--- src/sv/mr_pkg.sv ---
// ----------------------------------------------------------------------------
// mr_pkg
// Types, sizes and codes shared by the multinomial resampler cells and top.
// ----------------------------------------------------------------------------
package mr_pkg;

    localparam int PARTICLE_COUNT = 256;

    localparam int WEIGHT_W = 16;
    localparam int FRAC_W   = 16;
    localparam int SUM_W    = 24;
    localparam int INDEX_W  = 8;
    localparam int PROD_W   = FRAC_W + SUM_W;

    // each cell holds ENTRY_COUNT consecutive sums
    localparam int SLOT_W      = 4;
    localparam int ENTRY_COUNT = 1 << SLOT_W;
    localparam int LCNT_W      = SLOT_W + 1;
    localparam int CELL_COUNT  = (PARTICLE_COUNT + ENTRY_COUNT - 1) / ENTRY_COUNT;
    localparam int CELL_W      = (CELL_COUNT > 1) ? $clog2(CELL_COUNT) : 1;
    localparam int GIDX_W      = CELL_W + SLOT_W;
    localparam int CNT_W       = $clog2(PARTICLE_COUNT + 1);

    localparam logic [SUM_W-1:0] SUM_MAX = {SUM_W{1'b1}};

    localparam logic [1:0] KIND_LOAD  = 2'd0;
    localparam logic [1:0] KIND_DRAW  = 2'd1;
    localparam logic [1:0] KIND_CLEAR = 2'd2;

    typedef struct packed {
        logic [1:0]          kind;
        logic [WEIGHT_W-1:0] weight_value;
        logic [FRAC_W-1:0]   draw_fraction;
    } in_item_t;

    typedef struct packed {
        logic [INDEX_W-1:0] source_index;
        logic               empty_error;
    } out_item_t;

    // broadcast from the controller to every cell
    typedef struct packed {
        logic              wr_en;
        logic [GIDX_W-1:0] wr_idx;
        logic [SUM_W-1:0]  wr_sum;
        logic              cmp_en;
        logic [SUM_W-1:0]  target;
        logic [GIDX_W-1:0] last_idx;
    } cell_ctrl_t;

    // running count handed from cell to cell
    typedef struct packed {
        logic              valid;
        logic [GIDX_W-1:0] acc;
    } link_t;

    typedef enum logic [2:0] {
        ST_IDLE,
        ST_MULT,
        ST_CMP,
        ST_LAUNCH,
        ST_WALK,
        ST_DONE
    } state_t;

endpackage

--- src/sv/mr_cell.sv ---
// ----------------------------------------------------------------------------
// mr_cell
// One cell of the sum chain: stores a slice of the cumulative table, counts
// its entries below the draw target and adds that count to the passing total.
// ----------------------------------------------------------------------------
module mr_cell import mr_pkg::*; (
    input  logic              aclk,
    input  logic              aresetn,
    input  logic [CELL_W-1:0] cell_id,
    input  cell_ctrl_t        ctrl,
    input  link_t             link_in,
    output link_t             link_out
);

    logic [SUM_W-1:0]       sum_reg [ENTRY_COUNT];
    logic [ENTRY_COUNT-1:0] below;
    logic [LCNT_W-1:0]      cnt_reg, cnt_next;
    logic                   valid_reg;
    logic [GIDX_W-1:0]      acc_reg;
    logic                   wr_hit;

    assign wr_hit = ctrl.wr_en && (ctrl.wr_idx[GIDX_W-1:SLOT_W] == cell_id);

    always_ff @(posedge aclk) begin
        if (wr_hit) begin
            sum_reg[ctrl.wr_idx[SLOT_W-1:0]] <= ctrl.wr_sum;
        end
    end

    // entries at or past the last loaded one never count, so the flags
    // form a run of ones followed by zeros
    always_comb begin
        for (int j = 0; j < ENTRY_COUNT; j++) begin
            below[j] = ({cell_id, SLOT_W'(j)} < ctrl.last_idx) &&
                       (sum_reg[j] < ctrl.target);
        end
    end

    always_comb begin
        cnt_next = LCNT_W'(ENTRY_COUNT);
        for (int j = ENTRY_COUNT - 1; j >= 0; j--) begin
            if (!below[j]) begin
                cnt_next = LCNT_W'(j);
            end
        end
    end

    always_ff @(posedge aclk) begin
        if (ctrl.cmp_en) begin
            cnt_reg <= cnt_next;
        end
        if (link_in.valid) begin
            acc_reg <= link_in.acc + GIDX_W'(cnt_reg);
        end
    end

    always_ff @(posedge aclk) begin
        if (!aresetn) begin
            valid_reg <= 1'b0;
        end else begin
            valid_reg <= link_in.valid;
        end
    end

    assign link_out.valid = valid_reg;
    assign link_out.acc   = acc_reg;

endmodule

--- config.mk ---
export PLATFORM = sky130hd
export DESIGN_NAME = mr_cell
export DESIGN_NICKNAME = d
export VERILOG_FILES = /design/src/sv/mr_pkg.sv /design/src/sv/mr_cell.sv
export SDC_FILE = /design/constraint.sdc
export NUM_CORES = 1
export LEC_CHECK = 0
export BUFFER_PORTS_ARGS = -buffer_cell sky130_fd_sc_hd__clkbuf_2
export CORE_MARGIN = 2
export CORE_UTILIZATION = 25
export CTS_CLUSTER_DIAMETER = 40
export DETAILED_ROUTE_END_ITERATION = 8
export HOLD_SLACK_MARGIN = 0.15
export PLACE_DENSITY = 0.44
export SYNTH_ARGS = -nofsm -noshare
export SYNTH_HDL_FRONTEND = slang
export SYNTH_SLANG_ARGS = --single-unit
export TNS_END_PERCENT = 50
--- constraint.sdc ---
create_clock -name aclk -period 7.2 [get_ports aclk]
set_clock_uncertainty 0.1 [all_clocks]
set_input_delay 0.36 -clock aclk [delete_from_list [all_inputs] [get_ports aclk]]
set_output_delay 0.36 -clock aclk [all_outputs]
set_load 0.005 [all_outputs]
### Word-level counts from Yosys, hierarchy flattened

Memories as Yosys holds them, arrays and structs flattened.
Cells that the tools add are included.
Widths: inputs -> output; s select.

* memory bits (writable): 384
* memories kept: 1
* output and inout port bits: 9
* register bits: 14

* reduce and logical (&&, ||, !) cells: 21
* add/sub/neg operators: 1
* $lt $le $gt $ge: 32
* equal/unequal tests: 1
* multiplexer cells: 17

Memory list
* sum_reg: depth 16, bits a word 24, rd ports 16, clocked after memory_dff 0, wr ports 1, RTL line mr_cell.sv:15 `logic [SUM_W-1:0] sum_reg [ENTRY_COUNT];`

Operators with widths (count)
* $lt 24x24->1: 16
* $lt 8x8->1: 16
* $mux 4: 7
* $logic_and 1x1->1: 17
* $reduce_and 15->1: 1
* $mux 3: 4
* $add 8x5->8: 1
* $reduce_and 8->1: 1
* $mux 5: 1
* $eq 4x4->1: 1
* $mux 2: 2
* $reduce_and 4->1: 1
* $mux 1: 3
* $reduce_and 2->1: 1

### Depth between registers and ports, before layout

Gate-level depths: netlist of the first run.
An unclocked memory read counts as a cell.

* word-level depth: 18
* mapped depth: 12

### Worst setup path before layout of the first run

Ideal clock, no wire load.

* path kind: in2reg
* start: input cell_id[0]
* end: memory sum_reg[0][0], enable pin
* data arrival time: 3.029 ns
* stages on the path: 6
* path slack: 3.636 ns
* cells stage by stage: inv_1 a222oi_1 nor4b_1 nor2b_1 nand2b_1 nor3_1

* word-level cells in the longest chain between the ends: 4

RTL lines
* start, declared: RTL line mr_cell.sv:9 `input logic [CELL_W-1:0] cell_id,`
* $eq 4x4->1: RTL line mr_cell.sv:22 `assign wr_hit = ctrl.wr_en && (ctrl.wr_idx[GIDX_W-1:SLOT_W] == cell_id);`
* $logic_and 1x1->1: RTL line mr_cell.sv:22
* $mux 1: RTL line mr_cell.sv:25 `if (wr_hit) begin`
* $mux 1 (implied by the code): RTL line mr_cell.sv:26 `sum_reg[ctrl.wr_idx[SLOT_W-1:0]] <= ctrl.wr_sum;`
* end, declared: RTL line mr_cell.sv:15

No other way between the ends.

### Final worst setup path of the first run

* start: input ctrl[13] (netlist name)
* end: register cnt_reg[1] (data pin)

* word-level cells in the longest chain between the ends: 16
* elaborated cells between the ends (all ways): 47
* those cells by class: order compare (16); mux (14); reduce/logical (17)

RTL lines
* start, declared: RTL line mr_cell.sv:10 `input cell_ctrl_t ctrl,`
* $lt 24x24->1: RTL line mr_cell.sv:35 `(sum_reg[j] < ctrl.target);`
* $logic_and 1x1->1: RTL line mr_cell.sv:34 `below[j] = ({cell_id, SLOT_W'(j)} < ctrl.last_idx) &&`
* $mux 5: RTL line mr_cell.sv:42 `if (!below[j]) begin`
* $mux 4 (7 in a row): RTL line mr_cell.sv:42
* $mux 3 (4 in a row): RTL line mr_cell.sv:42
* $mux 2 (2 in a row): RTL line mr_cell.sv:42
* end signal, assigned: RTL line mr_cell.sv:50 `cnt_reg <= cnt_next;`
* end, declared: RTL line mr_cell.sv:17 `logic [LCNT_W-1:0] cnt_reg, cnt_next;`

Several ways; a longest one is shown, not always the timed one.
A chain may end at the register's enable or synchronous reset.

==> flow_results.xml, run 1 <==
<?xml version="1.0" encoding="UTF-8"?>
<metrics>
  <group name="timing">
    <metric name="max_slew.worst_pin.slew" unit="ps">1090</metric>
    <metric name="grt_setup_unrepaired" unit="">no</metric>
    <metric name="setup_viol" unit="">0</metric>
    <metric name="report.final.hold_viol_count" unit="">0</metric>
    <metric name="min_period_over_period" unit="">0.486</metric>
    <metric name="final-max-slew-violation-count" unit="">0</metric>
    <metric name="achievable-frequency" unit="GHz">0.286</metric>
    <metric name="worst_slew_margin_rel" unit="">0.272</metric>
    <metric name="fin_setup_tns" unit="ps">0</metric>
    <metric name="fin_hold_ws" unit="ps">169</metric>
    <metric name="final.min_clock_period" unit="ps">3500</metric>
  </group>
  <group name="clocking">
    <metric name="cts_max_level" unit="">3</metric>
    <metric name="numClockSinks" unit="">398</metric>
    <metric name="cts_resized" unit="">0</metric>
    <metric name="cts_made_buffers" unit="">85</metric>
    <metric name="worst_skew_pair.late_latency" unit="ps">630</metric>
    <metric name="cts_buffer_depth" unit="">3</metric>
    <metric name="tritoncts" unit="">built</metric>
    <metric name="post_cts.repair.setup_buffers" unit="">0</metric>
    <metric name="cts_root_buffer" unit="">sky130_fd_sc_hd__clkbuf_16</metric>
    <metric name="cts.reportedPaths.clkPinSlew" unit="ps">50</metric>
  </group>
  <group name="synthesis">
    <metric name="netlist_top_cells_area" unit="">sky130_fd_sc_hd__edfxtp_1, sky130_fd_sc_hd__ha_1, sky130_fd_sc_hd__a21oi_1</metric>
    <metric name="synth_top_flop_cell" unit="">sky130_fd_sc_hd__edfxtp_1</metric>
    <metric name="netlist.top_cell.by_area" unit="">sky130_fd_sc_hd__edfxtp_1</metric>
    <metric name="post_synth_edffs" unit="">397</metric>
    <metric name="ys_warn_count" unit="">0</metric>
    <metric name="syn_area_per_cell" unit="µm²">14.1</metric>
    <metric name="synth_cells" unit="">1472</metric>
    <metric name="part_of_the_yosys_area_used_for_sequential_elements" unit="">0.576</metric>
    <metric name="synth_seq_cells" unit="">398</metric>
    <metric name="synth.top_cell.area_share" unit="">0.575</metric>
    <metric name="mappedNetlistArea" unit="µm²">20700</metric>
    <metric name="syn_nets" unit="">1932</metric>
    <metric name="synth_cell_types" unit="">72</metric>
    <metric name="async_reset_ff_frac" unit="">0</metric>
  </group>
  <group name="setup_path">
    <metric name="worst_path_fanout_max" unit="">16</metric>
    <metric name="worstSetupStartpointType" unit="">input port</metric>
    <metric name="worstPathArrival" unit="ps">3740</metric>
    <metric name="required_arrival_time_at_the_worst_endpoint" unit="ps">7440</metric>
    <metric name="worst_setup_path_end_kind" unit="">flop</metric>
    <metric name="worst-r2r-setup-slack" unit="ps">3810</metric>
    <metric name="critical_path_class" unit="">in -&gt; reg</metric>
  </group>
  <group name="placed_design">
    <metric name="dpl.hpwl" unit="mm">42.7</metric>
    <metric name="port_buffers" unit="">89</metric>
    <metric name="routability_cong" unit="">0.826</metric>
    <metric name="postPlaceCellArea" unit="µm²">22800</metric>
    <metric name="dp.cells" unit="">2654</metric>
  </group>
  <group name="job">
    <metric name="cap_violations" unit="">0</metric>
  </group>
  <group name="power_and_ir_drop">
    <metric name="leakagePower" unit="nW">10.1</metric>
    <metric name="cellPowerDensity" unit="nW/µm²">271</metric>
    <metric name="ir_drop" unit="V">0.000284</metric>
  </group>
  <group name="drt">
    <metric name="drt_iter0_drc" unit="">829</metric>
    <metric name="avgViaCountPerCell" unit="">4.76</metric>
    <metric name="vias" unit="">13500</metric>
    <metric name="drc" unit="">0</metric>
    <metric name="finalWirelength" unit="mm">64.7</metric>
    <metric name="avg_wl_per_cell" unit="µm">22.8</metric>
    <metric name="firstDrtPassIters" unit="">5</metric>
    <metric name="ant_nets" unit="">0</metric>
  </group>
  <group name="layout">
    <metric name="stdcell_area" unit="µm²">25900</metric>
    <metric name="fillers" unit="">8077</metric>
    <metric name="nets" unit="">2148</metric>
    <metric name="layout-area-overhead-vs-synth" unit="%">24.7</metric>
    <metric name="largest_reg_flops" unit="">384</metric>
    <metric name="final_cell_count_no_fill" unit="">2831</metric>
    <metric name="diodes" unit="">0</metric>
    <metric name="drive_gt1_frac" unit="">0.162</metric>
  </group>
  <group name="global_route">
    <metric name="grt_first_pass_wirelength" unit="mm">93.6</metric>
    <metric name="globalRouteTotalUtil" unit="">0.153</metric>
    <metric name="grt_start_max_net_pins" unit="">25</metric>
    <metric name="antenna_found_initial" unit="">3</metric>
    <metric name="overflow" unit="">0</metric>
    <metric name="vias_in_the_first_global_route" unit="">14000</metric>
  </group>
  <group name="die">
    <metric name="die_area" unit="µm²">85200</metric>
    <metric name="die_h" unit="µm">292</metric>
    <metric name="floorplan.io_pins" unit="">90</metric>
    <metric name="floorplan.core_area" unit="µm²">82100</metric>
    <metric name="floorplan.die.width" unit="µm">292</metric>
    <metric name="placement_rows" unit="">105</metric>
    <metric name="start_util" unit="">0.252</metric>
  </group>
  <group name="worst_hold_path">
    <metric name="holdCritPathClass" unit="">in -&gt; reg</metric>
  </group>
  <group name="outcome">
    <metric name="status" unit="">finished, final reports clean</metric>
  </group>
</metrics>
==> power breakdown <==
part / internal (W) / switching [W]
clock: 0.00260 / 0.00136
combinational: 0.000162 / 0.000312
sequential: 0.00257 / 0.00000550
==> worst paths after layout <==
check                           cells past startpoint                       end                      from
worst min register to register                      1      acc_reg[0]$_DFFE_PP_  cnt_reg[0]$_SDFFCE_PN0P_
worst min-delay path                                1  sum_reg[3][16]$_DFFE_PP_                  ctrl[49]
worst max-delay path                               12  cnt_reg[1]$_SDFFCE_PN0P_                  ctrl[13]
worst max register to register                     10  cnt_reg[1]$_SDFFCE_PN0P_  sum_reg[11][2]$_DFFE_PP_
==> cells in the final DEF (no fill, tap or decap), types with 9 or more instances in the layout <==
cell	n
sky130_fd_sc_hd__nand4_1	48
sky130_fd_sc_hd__buf_4	29
sky130_fd_sc_hd__a211oi_1	26
sky130_fd_sc_hd__nor2_2	10
sky130_fd_sc_hd__nor2_1	45
sky130_fd_sc_hd__clkbuf_2	90
sky130_fd_sc_hd__bufinv_16	11
sky130_fd_sc_hd__o211ai_1	10
sky130_fd_sc_hd__dlygate4sd3_1	16
sky130_fd_sc_hd__o21ai_0	71
sky130_fd_sc_hd__o21a_1	9
sky130_fd_sc_hd__nor2b_1	19
sky130_fd_sc_hd__a21o_1	57
sky130_fd_sc_hd__inv_6	9
sky130_fd_sc_hd__inv_1	44
sky130_fd_sc_hd__ha_1	378
sky130_fd_sc_hd__nand2b_1	15
sky130_fd_sc_hd__edfxtp_1	397
sky130_fd_sc_hd__nand2_1	62
sky130_fd_sc_hd__a21oi_1	107
sky130_fd_sc_hd__clkbuf_16	86
sky130_fd_sc_hd__clkinv_1	14
sky130_fd_sc_hd__clkinvlp_4	13
sky130_fd_sc_hd__nand3_1	25
sky130_fd_sc_hd__nor3_1	11
==> cells in the mapped netlist, types with 10 or more instances <==
cell type                    n
sky130_fd_sc_hd__edfxtp_1  397
sky130_fd_sc_hd__ha_1      378
sky130_fd_sc_hd__a21oi_1   107
sky130_fd_sc_hd__o21ai_0    71
sky130_fd_sc_hd__nand2_1    62
sky130_fd_sc_hd__a21o_1     57
sky130_fd_sc_hd__nor2_1     57
sky130_fd_sc_hd__nand4_1    48
sky130_fd_sc_hd__inv_1      44
sky130_fd_sc_hd__a211oi_1   26
sky130_fd_sc_hd__nand3_1    25
sky130_fd_sc_hd__nor2b_1    19
sky130_fd_sc_hd__nand2b_1   15
sky130_fd_sc_hd__nor3_1     15
sky130_fd_sc_hd__o211ai_1   10
==> per-layer routing <==
metal  vias to the layer above  GRT usage  share of wire
met2                       330      0.248           0.46
met1                      6625      0.198           0.45
met5                         -          0              0
met4                         0     0.0689          0.043
met3                       133     0.0281          0.046
li1                       6390          -              -
==> final cells by class <==
type	count	area [µm²]	area share
Inverter	44	165	0.00639
Clock inverter	66	749	0.0290
Clock buffer	94	2180	0.0844
Timing Repair Buffer	135	828	0.0320
Sequential cell	398	11900	0.462
Tap cell	1070	1340	0.0518
Multi-Input combinational cell	1024	8650	0.335
==> kinds of logic (layout without fill, tap and decap cells) <==
family,after synthesis,after routing,synth area share
AND/OR/NAND/NOR,280,280,0.0700
flip-flops,398,398,0.576
buffers and inverters,50,339,0.00948
XOR/XNOR,7,7,0.00296
AO/OA/AOI/OAI,358,358,0.112
adder cells (fa/ha/maj),379,379,0.229
==> worst max-delay path, cell delays in order <==
cell and delay, ps:
sky130_fd_sc_hd__clkbuf_2 80, sky130_fd_sc_hd__inv_1 670, sky130_fd_sc_hd__ha_1 380, sky130_fd_sc_hd__a21oi_1 120, sky130_fd_sc_hd__o21ai_0 100, sky130_fd_sc_hd__a21oi_1 610, sky130_fd_sc_hd__o311ai_0 280, sky130_fd_sc_hd__nor3_1 480
sky130_fd_sc_hd__o311ai_1 190, sky130_fd_sc_hd__and3_1 220, sky130_fd_sc_hd__o21ai_1 140, sky130_fd_sc_hd__a31oi_1 110
==> timing repair <==
| action | 4_1_cts | 5_1_grt |
|---|---|---|
| setup endpoints to repair | 0 | 0 |
| hold buffers | 16 | 0 |
| hold endpoints to repair | 30 | 0 |
==> per-stage QoR <==
step	power, W	worst slack [ps]	util
2_1_floorplan	0.00286	3640	-
3_3_place_gp	0.00309	2650	0.277
3_5_place_dp	0.00309	2620	0.277
4_1_cts	0.00711	3240	0.315
5_1_grt	0.00727	3420	0.315
6_report	0.00701	3700	0.315
No activity file was read; power rests on OpenSTA's default activity.
==> inputs of run 2 (changes only) <==
--- a/config.mk
+++ b/config.mk
@@ -11,7 +11,7 @@
 export CTS_CLUSTER_DIAMETER = 40
 export DETAILED_ROUTE_END_ITERATION = 8
 export HOLD_SLACK_MARGIN = 0.15
-export PLACE_DENSITY = 0.44
+export PLACE_DENSITY = 0.45
 export SYNTH_ARGS = -nofsm -noshare
 export SYNTH_HDL_FRONTEND = slang
 export SYNTH_SLANG_ARGS = --single-unit
==> constraint.sdc (replaced) <==
create_clock -name aclk -period 2.9 [get_ports aclk]
set_clock_uncertainty 0.1 [all_clocks]
set_input_delay 0.145 -clock aclk [delete_from_list [all_inputs] [get_ports aclk]]
set_output_delay 0.145 -clock aclk [all_outputs]
set_load 0.005 [all_outputs]
==> flow_results.xml, run 2 (synthesis gave the netlist of run 1 again) <==
<?xml version="1.0" encoding="UTF-8"?>
<metrics>
  <group name="setup_path">
    <metric name="path_cells" unit="">ha_1 &gt; and2_4 &gt; a221o_1 &gt; a2111oi_4 &gt; o2111ai_2 &gt; nor4_2 &gt; o311ai_1 &gt; and3_1 &gt; o21ai_1 &gt; a31oi_1</metric>
    <metric name="worst_r2r_startpoint" unit="">sum_reg[15][10]$_DFFE_PP_</metric>
    <metric name="regToRegEndpoint" unit="">cnt_reg[1]$_SDFFCE_PN0P_</metric>
    <metric name="worst-r2r-setup-slack" unit="ps">-60</metric>
    <metric name="worst_setup_path_end_kind" unit="">flop</metric>
    <metric name="critical_path.startpoint" unit="">sum_reg[15][10]$_DFFE_PP_</metric>
    <metric name="rr_worst_depth" unit="">10</metric>
    <metric name="required_arrival_time_at_the_worst_endpoint" unit="ps">3120</metric>
    <metric name="worstSetupStartpointType" unit="">flop</metric>
    <metric name="critical_path_class" unit="">reg -&gt; reg</metric>
    <metric name="critical_path.slowest_cell" unit="">sky130_fd_sc_hd__a221o_1</metric>
    <metric name="worst_path_fanout_max" unit="">2</metric>
    <metric name="worstPathArrival" unit="ps">3180</metric>
    <metric name="crit_path_max_incr_delay" unit="ps">440</metric>
  </group>
  <group name="timing">
    <metric name="min_period_over_period" unit="">1.02</metric>
    <metric name="max_slew.worst_pin.slew" unit="ps">760</metric>
    <metric name="final.min_clock_period" unit="ps">2960</metric>
    <metric name="post-route-worst-setup-slack" unit="ps">-58.6</metric>
    <metric name="report.final.hold_viol_count" unit="">0</metric>
    <metric name="fin_setup_tns" unit="ps">-90.7</metric>
    <metric name="worst_slew_margin_rel" unit="">0.488</metric>
    <metric name="grt_setup_unrepaired" unit="">yes</metric>
    <metric name="achievable-frequency" unit="GHz">0.338</metric>
    <metric name="setup_viol" unit="">2</metric>
    <metric name="final-max-slew-violation-count" unit="">0</metric>
  </group>
  <group name="worst_hold_path">
    <metric name="hold-path-endpoint" unit="">sum_reg[15][11]$_DFFE_PP_</metric>
    <metric name="worstHoldPathCells" unit="">4</metric>
    <metric name="holdCritPathClass" unit="">in -&gt; reg</metric>
    <metric name="worstHoldStart" unit="">ctrl[59]</metric>
  </group>
  <group name="drt">
    <metric name="firstDrtPassIters" unit="">5</metric>
    <metric name="drc" unit="">0</metric>
    <metric name="avgViaCountPerCell" unit="">4.69</metric>
    <metric name="finalWirelength" unit="mm">66.2</metric>
    <metric name="drt_iter0_drc" unit="">925</metric>
    <metric name="avg_wl_per_cell" unit="µm">22.0</metric>
    <metric name="ant_nets" unit="">0</metric>
    <metric name="vias" unit="">14100</metric>
  </group>
  <group name="global_route">
    <metric name="grt_start_max_net_pins" unit="">25</metric>
    <metric name="overflow" unit="">0</metric>
    <metric name="antenna_found_initial" unit="">1</metric>
    <metric name="globalRouteTotalUtil" unit="">0.156</metric>
    <metric name="vias_in_the_first_global_route" unit="">14800</metric>
    <metric name="grt_first_pass_wirelength" unit="mm">96.7</metric>
  </group>
  <group name="die">
    <metric name="floorplan.io_pins" unit="">90</metric>
    <metric name="die_area" unit="µm²">85200</metric>
    <metric name="die_h" unit="µm">292</metric>
    <metric name="placement_rows" unit="">105</metric>
    <metric name="start_util" unit="">0.252</metric>
    <metric name="floorplan.core_area" unit="µm²">82100</metric>
    <metric name="floorplan.die.width" unit="µm">292</metric>
  </group>
  <group name="outcome">
    <metric name="violations" unit="">negative setup slack</metric>
    <metric name="status" unit="">complete, but fails checks</metric>
  </group>
  <group name="layout">
    <metric name="drive_gt1_frac" unit="">0.243</metric>
    <metric name="final_cell_mix" unit="">sky130_fd_sc_hd__edfxtp_1, sky130_fd_sc_hd__ha_1, sky130_fd_sc_hd__buf_4</metric>
    <metric name="most_common_cell_after_layout_fill_and_taps_aside" unit="">sky130_fd_sc_hd__edfxtp_1</metric>
    <metric name="diodes" unit="">0</metric>
    <metric name="stdcell_area" unit="µm²">27600</metric>
    <metric name="layout-area-overhead-vs-synth" unit="%">33.2</metric>
    <metric name="largest_reg_flops" unit="">384</metric>
    <metric name="nets" unit="">2335</metric>
  </group>
  <group name="clocking">
    <metric name="worst_skew_pair.late_latency" unit="ps">610</metric>
    <metric name="numClockSinks" unit="">398</metric>
    <metric name="cts_max_level" unit="">3</metric>
    <metric name="cts.reportedPaths.clkPinSlew" unit="ps">50</metric>
    <metric name="cts_root_buffer" unit="">sky130_fd_sc_hd__clkbuf_16</metric>
    <metric name="cts_buffer_depth" unit="">3</metric>
    <metric name="cts_made_buffers" unit="">79</metric>
    <metric name="tritoncts" unit="">built</metric>
  </group>
  <group name="placed_design">
    <metric name="port_buffers" unit="">89</metric>
    <metric name="dpl.hpwl" unit="mm">46.5</metric>
    <metric name="postPlaceCellArea" unit="µm²">24300</metric>
    <metric name="routability_cong" unit="">0.855</metric>
  </group>
  <group name="job">
    <metric name="cap_violations" unit="">0</metric>
  </group>
  <group name="power_and_ir_drop">
    <metric name="leakagePower" unit="nW">11.1</metric>
    <metric name="cellPowerDensity" unit="nW/µm²">618</metric>
    <metric name="ir_drop" unit="V">0.000338</metric>
  </group>
</metrics>
[run 2: changes by cell type in the layout (fill, tap and decap cells not counted), moves of 5 or more]
cell / delta
sky130_fd_sc_hd__buf_4: +144
sky130_fd_sc_hd__clkinv_2: +8
sky130_fd_sc_hd__o21ai_0: -6
sky130_fd_sc_hd__dlygate4sd3_1: +28
sky130_fd_sc_hd__clkinv_1: -9
sky130_fd_sc_hd__buf_12: +22
sky130_fd_sc_hd__clkbuf_16: -5
[run 2: repair_timing]
item,in CTS,in global routing
buffers inserted,3,0
hold endpoints to repair,502,0
setup endpoints to repair,5,5
pin swaps,16,7
hold buffers,44,0
resized for setup,23,17
[run 2: how the worst max path moves through the flow]
stage / end
after floorplan: sum_reg[12][0]$_DFFE_PP_
after global placement: cnt_reg[3]$_SDFFCE_PN0P_
after detailed placement: cnt_reg[4]$_SDFFCE_PN0P_
after CTS: cnt_reg[1]$_SDFFCE_PN0P_
after global routing: cnt_reg[1]$_SDFFCE_PN0P_
final: cnt_reg[1]$_SDFFCE_PN0P_
[run 2: through the flow]
step	setup WS (ps)	hold WS, ps	utilization	total power, W	std cells
floorplan	-339	144	-	0.00711	1472
global placement	-423	260	0.296	0.00786	2817
detailed placement	-583	260	0.296	0.00788	2817
CTS	-125	169	0.335	0.0173	3010
global route	-122	228	0.336	0.0177	3010
finish	-58.6	192	0.336	0.0171	3010
[run 2: per-layer routing]
metal,GRT usage,wire length (µm),vias up,part of all wire
met3,0.0266,2690,90,0.041
met2,0.261,31400,303,0.47
met1,0.205,30300,6971,0.46
met4,0.0522,1810,0,0.027
met5,0,0,-,0
li1,-,-,6766,-
[run 2: report_power, final]
| part | internal (W) | switching, W | total (W) |
|---|---|---|---|
| logic | 0.000610 | 0.000840 | 0.00145 |
| clock network | 0.00604 | 0.00318 | 0.00921 |
| registers | 0.00638 | 0.0000140 | 0.00640 |
| total | 0.0130 | 0.00403 | 0.0171 |
[run 2: cell type report]
cell class,count,area [µm²]
fillers,8057,54500
flip-flops and latches,398,11900
multi-input cells,1024,8850
repair buffers,328,2630
clock buffers,90,2060
well taps,1070,1340
clock inverters,56,632
inverters,44,165
[run 2: worst max-delay path, delay by kind of cell, from the launching register on]
family,cells,cell delay [ps]
flops,1,370
compound gates,6,1300
simple gates,3,610
fa+ha+maj,1,290
==> inputs of run 3 (changes only) <==
--- a/config.mk
+++ b/config.mk
@@ -10,6 +10,7 @@
 export CORE_UTILIZATION = 25
 export CTS_CLUSTER_DIAMETER = 40
 export DETAILED_ROUTE_END_ITERATION = 8
+export GPL_TIMING_DRIVEN = 0
 export HOLD_SLACK_MARGIN = 0.15
 export PLACE_DENSITY = 0.45
 export SYNTH_ARGS = -nofsm -noshare
==> flow_results.xml, run 3 (synthesis gave the netlist of run 1 again) <==
<?xml version="1.0" encoding="UTF-8"?>
<metrics>
  <group name="setup_path">
    <metric name="worst_setup_path_end_kind" unit="">flop</metric>
    <metric name="worstPathArrival" unit="ps">3270</metric>
    <metric name="worst_path_fanout_max" unit="">2</metric>
    <metric name="required_arrival_time_at_the_worst_endpoint" unit="ps">3160</metric>
    <metric name="critical_path_class" unit="">reg -&gt; reg</metric>
    <metric name="worstSetupStartpointType" unit="">flop</metric>
  </group>
  <group name="placed_design">
    <metric name="post-place-ws" unit="ps">-1970</metric>
    <metric name="postPlaceCellArea" unit="µm²">22900</metric>
    <metric name="port_buffers" unit="">87</metric>
    <metric name="dp.cells" unit="">2643</metric>
    <metric name="routability_cong" unit="">0.814</metric>
    <metric name="dpl.hpwl" unit="mm">41.1</metric>
  </group>
  <group name="outcome">
    <metric name="status" unit="">complete, but fails checks</metric>
    <metric name="violations" unit="">negative setup slack</metric>
  </group>
  <group name="layout">
    <metric name="fillers" unit="">8024</metric>
    <metric name="area_of_the_multi_input_gates" unit="µm²">9250</metric>
    <metric name="stdcell_area" unit="µm²">27000</metric>
    <metric name="largest_reg_flops" unit="">384</metric>
    <metric name="final-seq-area" unit="µm²">11900</metric>
    <metric name="nets" unit="">2182</metric>
    <metric name="final_cell_count_no_fill" unit="">2858</metric>
    <metric name="drive_gt1_frac" unit="">0.201</metric>
    <metric name="core_utilization_of_the_finished_layout" unit="">0.329</metric>
    <metric name="final_cell_mix" unit="">sky130_fd_sc_hd__edfxtp_1, sky130_fd_sc_hd__ha_1, sky130_fd_sc_hd__a21oi_1</metric>
    <metric name="most_common_cell_after_layout_fill_and_taps_aside" unit="">sky130_fd_sc_hd__edfxtp_1</metric>
    <metric name="diodes" unit="">0</metric>
    <metric name="layout-area-overhead-vs-synth" unit="%">30.2</metric>
  </group>
  <group name="die">
    <metric name="die_area" unit="µm²">85200</metric>
    <metric name="die_h" unit="µm">292</metric>
    <metric name="placement_rows" unit="">105</metric>
    <metric name="floorplan.io_pins" unit="">90</metric>
    <metric name="start_util" unit="">0.252</metric>
    <metric name="floorplan.core_area" unit="µm²">82100</metric>
    <metric name="floorplan.die.width" unit="µm">292</metric>
  </group>
  <group name="job">
    <metric name="cap_violations" unit="">0</metric>
  </group>
  <group name="timing">
    <metric name="report.final.hold_viol_count" unit="">0</metric>
    <metric name="grt_setup_unrepaired" unit="">yes</metric>
    <metric name="min_period_over_period" unit="">1.04</metric>
    <metric name="achievable-frequency" unit="GHz">0.331</metric>
    <metric name="post-route-worst-setup-slack" unit="ps">-118</metric>
    <metric name="setup_viol" unit="">4</metric>
    <metric name="worst_slew_margin_rel" unit="">0.328</metric>
    <metric name="final-max-slew-violation-count" unit="">0</metric>
    <metric name="final.min_clock_period" unit="ps">3020</metric>
    <metric name="fin_hold_ws" unit="ps">211</metric>
    <metric name="max_slew.worst_pin.slew" unit="ps">1010</metric>
  </group>
  <group name="global_route">
    <metric name="grt_first_pass_wirelength" unit="mm">93.8</metric>
    <metric name="overflow" unit="">0</metric>
    <metric name="globalRouteTotalUtil" unit="">0.150</metric>
    <metric name="grt_start_max_net_pins" unit="">25</metric>
    <metric name="antenna_found_initial" unit="">0</metric>
    <metric name="vias_in_the_first_global_route" unit="">14400</metric>
  </group>
  <group name="clocking">
    <metric name="cts_max_level" unit="">3</metric>
    <metric name="numClockSinks" unit="">398</metric>
    <metric name="cts_root_buffer" unit="">sky130_fd_sc_hd__clkbuf_16</metric>
    <metric name="cts_made_buffers" unit="">81</metric>
    <metric name="worst_skew_pair.late_latency" unit="ps">620</metric>
    <metric name="cts_buffer_depth" unit="">3</metric>
    <metric name="cts.reportedPaths.clkPinSlew" unit="ps">50</metric>
    <metric name="tritoncts" unit="">built</metric>
  </group>
  <group name="power_and_ir_drop">
    <metric name="ir_drop" unit="V">0.000584</metric>
    <metric name="leakagePower" unit="nW">10.4</metric>
    <metric name="cellPowerDensity" unit="nW/µm²">648</metric>
  </group>
  <group name="drt">
    <metric name="drc" unit="">0</metric>
    <metric name="finalWirelength" unit="mm">62.9</metric>
    <metric name="firstDrtPassIters" unit="">5</metric>
    <metric name="avgViaCountPerCell" unit="">4.77</metric>
    <metric name="vias" unit="">13600</metric>
    <metric name="avg_wl_per_cell" unit="µm">22.0</metric>
    <metric name="ant_nets" unit="">0</metric>
    <metric name="drt_iter0_drc" unit="">851</metric>
  </group>
  <group name="worst_hold_path">
    <metric name="holdCritPathClass" unit="">in -&gt; reg</metric>
  </group>
</metrics>
## run 3: worst paths after layout
check	cells after the start	from	slack [ps]	end
max	10	sum_reg[15][9]$_DFFE_PP_	-120	cnt_reg[1]$_SDFFCE_PN0P_
min	1	ctrl[47]	210	sum_reg[14][14]$_DFFE_PP_
max reg2reg	10	sum_reg[15][9]$_DFFE_PP_	-120	cnt_reg[1]$_SDFFCE_PN0P_
min reg2reg	1	cnt_reg[0]$_SDFFCE_PN0P_	500	acc_reg[0]$_DFFE_PP_
## run 3: critical path, cell delays in order (launching register included)
cell,delay [ps]
sky130_fd_sc_hd__edfxtp_1,410
sky130_fd_sc_hd__ha_4,240
sky130_fd_sc_hd__a21o_1,150
sky130_fd_sc_hd__a221o_1,360
sky130_fd_sc_hd__a2111oi_4,410
sky130_fd_sc_hd__o2111ai_4,210
sky130_fd_sc_hd__nor4_4,330
sky130_fd_sc_hd__o311ai_4,110
sky130_fd_sc_hd__and3_1,180
sky130_fd_sc_hd__o21ai_2,140
sky130_fd_sc_hd__a31oi_2,110
## run 3: power by group
part	internal, W	switching (W)
Combinational	0.000489	0.000850
Sequential	0.00638	0.0000101
Clock	0.00642	0.00332
## run 3: cell type report
class                      count  share of cell area
buffer                         6             0.00116
clock buffer                  85              0.0757
clock inverter                64              0.0302
inverter                      44             0.00765
multi-input combinational   1024               0.343
sequential                   398               0.443
tap                         1070              0.0496
timing repair buffer         167              0.0504
## run 3: stage by stage
stage                     setup TNS (ps)  total power, W
after floorplan                   -16190         0.00711
after global placement           -667030         0.00764
after detailed placement         -149820         0.00767
after CTS                           -639          0.0176
after global routing                -931          0.0181
final                               -417          0.0175
## run 3: repair_timing
item	in CTS	in global routing
hold buffers	43	0
gates resized for setup	72	35
setup endpoints to repair	5	52
pin swaps	33	21
setup buffers	20	3
endpoints found under the hold margin	406	0
## run 3: routing by layer
layer  part of all wire  track usage
met1               0.46        0.194
met3              0.034       0.0232
met2               0.48        0.258
met4              0.028       0.0438
met5                  0            0
